$ cat src/ohtu_pkg.sv
// ----------------------------------------------------------------------------
// ohtu_pkg
// Shared types, constants and helpers for the opcode histogram / trace unit.
// ----------------------------------------------------------------------------
`default_nettype none

package ohtu_pkg;

    localparam int TRACE_DEPTH_DEF = 1024;
    localparam int COUNT_WIDTH_DEF = 64;

    localparam int NUM_COUNTERS = 1792;
    localparam int SLOT_W       = 11;
    localparam int KIND_W       = 3;
    localparam int CLASS_W      = 3;
    localparam int OP_W         = 8;
    localparam int AGE_W        = 10;
    localparam int FILL_OUT_W   = 11;
    localparam int CNT_OUT_W    = 64;
    localparam int META_W       = 43;
    localparam int TIME_W       = 64;
    localparam int ENTRY_W      = META_W + TIME_W;
    localparam int IN_DATA_W    = 120;
    localparam int OUT_DATA_W   = 184;
    localparam int OUT_PAD_W    = OUT_DATA_W - CNT_OUT_W - ENTRY_W - FILL_OUT_W;

    localparam logic [KIND_W-1:0] KIND_LOG   = 3'd0;
    localparam logic [KIND_W-1:0] KIND_QUERY = 3'd1;
    localparam logic [KIND_W-1:0] KIND_TRACE = 3'd2;
    localparam logic [KIND_W-1:0] KIND_TOTAL = 3'd3;
    localparam logic [KIND_W-1:0] KIND_CLEAR = 3'd4;

    localparam logic [CLASS_W-1:0] PFX_NONE    = 3'd0;
    localparam logic [CLASS_W-1:0] PFX_UNKNOWN = 3'd7;

    typedef enum logic [1:0] {
        RES_NONE  = 2'd0,
        RES_COUNT = 2'd1,
        RES_TOTAL = 2'd2,
        RES_ENTRY = 2'd3
    } res_sel_t;

    typedef struct packed {
        logic     accept;
        logic     commit;
        logic     do_log;
        logic     wipe;
        logic     sweep;
        res_sel_t res_sel;
    } ohtu_cmd_t;

    typedef struct packed {
        logic sweep_last;
        logic out_free;
    } ohtu_stat_t;

    // class k lives at k*256; unknown class folds onto no prefix
    function automatic logic [SLOT_W-1:0] counter_slot(input logic [CLASS_W-1:0] cls,
                                                       input logic [OP_W-1:0]    op);
        logic [CLASS_W-1:0] c;
        c = (cls == PFX_UNKNOWN) ? PFX_NONE : cls;
        return {c, op};
    endfunction

endpackage

`default_nettype wire

$ cat src/ohtu_ctrl.sv
// ----------------------------------------------------------------------------
// ohtu_ctrl
// Sequencer: counter sweep, request accept, execute/commit; holds the
// capture enable register.
// ----------------------------------------------------------------------------
`default_nettype none

module ohtu_ctrl
    import ohtu_pkg::*;
(
    input  wire logic              clk,
    input  wire logic              rst_n,
    input  wire logic              in_valid,
    output logic                   in_ready,
    input  wire logic [KIND_W-1:0] in_kind,
    input  wire logic              cfg_valid,
    output logic                   cfg_ready,
    input  wire logic              cfg_data,
    output ohtu_cmd_t              cmd,
    input  wire ohtu_stat_t        stat
);

    typedef enum logic [2:0] {
        ST_SWEEP = 3'b001,
        ST_IDLE  = 3'b010,
        ST_EXEC  = 3'b100
    } state_t;

    state_t   state_reg, state_next;
    res_sel_t sel_reg, sel_next;
    logic     log_reg, log_next;
    logic     wipe_reg, wipe_next;
    logic     cap_reg;
    logic     accept;

    assign cfg_ready = 1'b1;
    assign in_ready  = (state_reg == ST_IDLE);
    assign accept    = in_valid && in_ready;

    always_comb
    begin
        sel_next  = sel_reg;
        log_next  = log_reg;
        wipe_next = wipe_reg;
        if (accept)
        begin
            log_next  = 1'b0;
            wipe_next = 1'b0;
            unique case (in_kind)
                KIND_LOG:
                begin
                    sel_next = RES_NONE;
                    log_next = cap_reg;
                end
                KIND_QUERY: sel_next = RES_COUNT;
                KIND_TRACE: sel_next = RES_ENTRY;
                KIND_TOTAL: sel_next = RES_TOTAL;
                KIND_CLEAR:
                begin
                    sel_next  = RES_NONE;
                    wipe_next = 1'b1;
                end
                default: sel_next = RES_NONE;
            endcase
        end
    end

    always_comb
    begin
        state_next  = state_reg;
        cmd.accept  = 1'b0;
        cmd.commit  = 1'b0;
        cmd.sweep   = 1'b0;
        cmd.do_log  = log_reg;
        cmd.wipe    = wipe_reg;
        cmd.res_sel = sel_reg;
        unique case (state_reg)
            ST_SWEEP:
            begin
                cmd.sweep = 1'b1;
                if (stat.sweep_last)
                begin
                    state_next = ST_IDLE;
                end
            end
            ST_IDLE:
            begin
                if (accept)
                begin
                    cmd.accept = 1'b1;
                    state_next = ST_EXEC;
                end
            end
            ST_EXEC:
            begin
                // result lands in the output register only when it is free
                if (stat.out_free)
                begin
                    cmd.commit = 1'b1;
                    state_next = wipe_reg ? ST_SWEEP : ST_IDLE;
                end
            end
            default: state_next = ST_SWEEP;
        endcase
    end

    always_ff @(posedge clk or negedge rst_n)
    begin
        if (!rst_n)
        begin
            state_reg <= ST_SWEEP;
            sel_reg   <= RES_NONE;
            log_reg   <= 1'b0;
            wipe_reg  <= 1'b0;
            cap_reg   <= 1'b0;
        end
        else
        begin
            state_reg <= state_next;
            sel_reg   <= sel_next;
            log_reg   <= log_next;
            wipe_reg  <= wipe_next;
            if (cfg_valid)
            begin
                cap_reg <= cfg_data;
            end
        end
    end

endmodule

`default_nettype wire

$ cat config.mk
export PLATFORM = sky130hd
export DESIGN_NAME = ohtu_ctrl
export DESIGN_NICKNAME = d
export VERILOG_FILES = /design/src/ohtu_pkg.sv /design/src/ohtu_ctrl.sv
export SDC_FILE = /design/constraint.sdc
export NUM_CORES = 1
export LEC_CHECK = 0
export CORE_AREA = 2 2 39 41
export CTS_BUF_LIST = sky130_fd_sc_hd__clkbuf_4 sky130_fd_sc_hd__clkbuf_8 sky130_fd_sc_hd__clkbuf_16
export DETAILED_ROUTE_END_ITERATION = 10
export DIE_AREA = 0 0 41 43
export DONT_BUFFER_PORTS = 1
export GPL_ROUTABILITY_DRIVEN = 0
export GPL_TIMING_DRIVEN = 0
export SYNTH_ARGS = -nofsm -noshare
export SYNTH_HDL_FRONTEND = slang
export SYNTH_SLANG_ARGS = --single-unit
$ cat constraint.sdc
create_clock -name clk -period 1.95 [get_ports clk]
set_input_delay 0 -clock clk [delete_from_list [all_inputs] [get_ports clk]]
set_output_delay 0 -clock clk [all_outputs]
set_load 0.05 [all_outputs]
==> impl_metrics.py <==
metrics = {
    "place": {
        "dpl.hpwl_um": 659,
        "io_buffers": 0,
        "dp_cells": 65,
        "post-place-ws_ps": 157,
    },
    "setup_path": {
        "worstPathRequired_ps": 1950,
        "worst_ep_arrival_time_ps": 1820,
        "cp-start-kind": "register",
        "endpoint_kind": "primary output",
        "criticalPathCategory": "register to primary output",
        "critical_path.max_fanout": 6,
    },
    "power_and_ir_drop": {
        "p_leak_nw": 0.266,
        "power.density_mw_per_mm2": 1500,
        "p_sw_mw": 0.451,
        "peakVddDrop_mv": 0.621,
        "pwr-share-clk_pct": 15.6,
        "switching_share_pct": 48.0,
        "comb_power_share_pct": 48.5,
        "post-layout-total-power_mw": 0.941,
        "p_seq_share_pct": 35.9,
        "intPower_mw": 0.490,
    },
    "detailed_routing": {
        "ant_nets": 0,
        "vias": 381,
        "viasPerCell": 4.88,
        "drc": 0,
        "wl_per_cell_um": 11.7,
        "wirelength_um": 910,
        "drtIter0Drc": 3,
        "drtPass1Iterations": 3,
    },
    "logic_synthesis": {
        "ys_types": 26,
        "syn_area_um2": 477,
        "yosysSeqAreaShare_pct": 42.3,
        "synth_edf_count": 0,
        "avgSynthCellArea_um2": 9.73,
        "synth_ff_type": "dfrtp_1",
        "synthesis.nets": 59,
        "postSynthCellCount": 49,
        "synth-warning-count": 0,
        "synthArstFlopShare_pct": 100,
        "synth_seq_cells": 8,
    },
    "layout": {
        "post_route_cells_drive_above_1_share_pct": 27.4,
        "final_cells": 78,
        "largest_reg_flops": 3,
        "multi_input_area_um2": 225,
        "diodes": 0,
        "final_util_pct": 45.4,
        "fillers": 148,
        "syn_to_final_growth_pct": 31.8,
        "nNetsFinal": 73,
        "seq_area_um2": 201,
    },
    "timing": {
        "rsz0062_at_grt": "no",
        "setup_tns_ps": 0,
        "fin_crit_sh_pct": 93.2,
        "relSlewSlack_pct": 21.7,
        "max_freq_mhz": 550,
        "finalWorstSetupSlack_ps": 133,
        "clock_skew_ps": 13.7,
        "setup_viol_count_final": 0,
        "max_slew.worst_pin.slew_ps": 1170,
        "drv_slew": 0,
        "min_period_ps": 1820,
        "finalHoldViolCount": 0,
    },
    "floorplan": {
        "fp-row-count": 14,
        "io_pins": 19,
        "fp.dieW_um": 41,
        "fp.coreArea_mm2": 0.00138,
        "initial_core_util_pct": 34.4,
        "die_h_um": 43,
        "die_area_mm2": 0.00176,
    },
    "clocking": {
        "postCtsHoldBufs": 9,
        "post_cts_resized": 0,
        "h-tree-depth": 1,
        "clock-sinks": 8,
        "tritoncts": "built",
        "clk_pin_slew_ps": 60,
        "clk_latency_ps": 250,
        "cts_setup_buffers": 0,
        "cts-root-buf": "clkbuf_4",
        "ctsLongestPathBuffers": 2,
        "numCtsBuffers": 3,
    },
    "global_routing": {
        "grt_overflow": 0,
        "grt_pass1_vias": 377,
        "grt_max_degree": 11,
        "grt_first_pass_wirelength_um": 1470,
        "grt_usage_pct": 12.2,
        "antenna_found_initial": 0,
    },
    "outcome": {
        "outcome": "finished, final reports clean",
    },
    "hold_path": {
        "hold_class": "input pin to register",
    },
    "run": {
        "max_cap_viol_count": 0,
    },
}
-- Yosys cell counts (2+ instances only) --
library cell | count | area share [%]
buf_4 | 5 | 7.9
nor2_1 | 3 | 2.4
nor3b_1 | 2 | 3.1
dfrtp_1 | 7 | 37
o21ai_0 | 3 | 3.1
nand2b_1 | 2 | 2.6
nand2_1 | 6 | 4.7
a21oi_1 | 3 | 3.1
-- power by group through the flow --
stage	sequential (mW)	clock, mW	combinational, mW
finish	0.338	0.147	0.457
global route	0.347	0.163	0.499
CTS	0.339	0.153	0.461
detailed placement	0.342	0	0.426
global placement	0.338	0	0.418
floorplan	0.329	0	0.389
-- logic make-up after synthesis --
| logic type | share of synthesized area [%] |
|---|---|
| and+or+nand+nor | 22.0 |
| AOI/OAI and AO/OA | 15.7 |
| buffers and inverters | 12.9 |
| DFF | 42.3 |
| muxes | 4.46 |
| xor gates and xnor gates | 1.84 |
| other | 0.787 |
-- final cells by class --
| type | instances | share of cell area (%) |
|---|---|---|
| inverters | 2 | 1.20 |
| repair buffers | 9 | 14.3 |
| clock buffers | 4 | 4.78 |
| flip-flops and latches | 8 | 32.1 |
| plain buffers | 7 | 8.57 |
| multi-input cells | 32 | 35.9 |
| well taps | 16 | 3.19 |
-- cell usage in the layout, fill, tap and decap left out, types with 2 or more instances in the layout --
cell and instances:
nand2b_1 2, nand2_1 6, buf_4 5, a21oi_1 3, o21ai_0 3, dlygate4sd3_1 9, clkbuf_4 4, nor2_1 3
dfrtp_1 7
-- worst max-delay path, stage by stage (launching register included) --
cell     delay (ps)
dfrtp_1         450
inv_2           100
nor4b_2        1010
-- per-layer routing --
layer / vias up / share of wire [%] / track usage [%]
li1: 189 / - / -
met3: 2 / 6.0 / 1.57
met1: 174 / 46 / 17.2
met2: 16 / 47 / 17.8
met5: - / 0 / 0
met4: 0 / 0.88 / 6.00
-- path summary, 6_finish.rpt --
kind                         startpoint      endpoint  slack [ps]  depth (start not counted)
max                        state_reg[2]        cmd[5]         130                          2
min                             stat[0]  state_reg[0]           5                          2
max reg2reg                state_reg[0]  state_reg[1]         160                          3
min reg2reg                     log_reg       log_reg         490                          2
max in group asynchronous         rst_n  state_reg[0]        1550                          1
min in group asynchronous         rst_n    sel_reg[1]          80                          1
-- through the flow --
step | cell area [µm²] | hold slack [ps]
finish | 628 | 4.65
global route | 628 | 15.1
CTS | 628 | 10.6
detailed placement | 508 | -295
global placement | 508 | -295
floorplan | 488 | -296
Power figures use the tool's default switching activity.
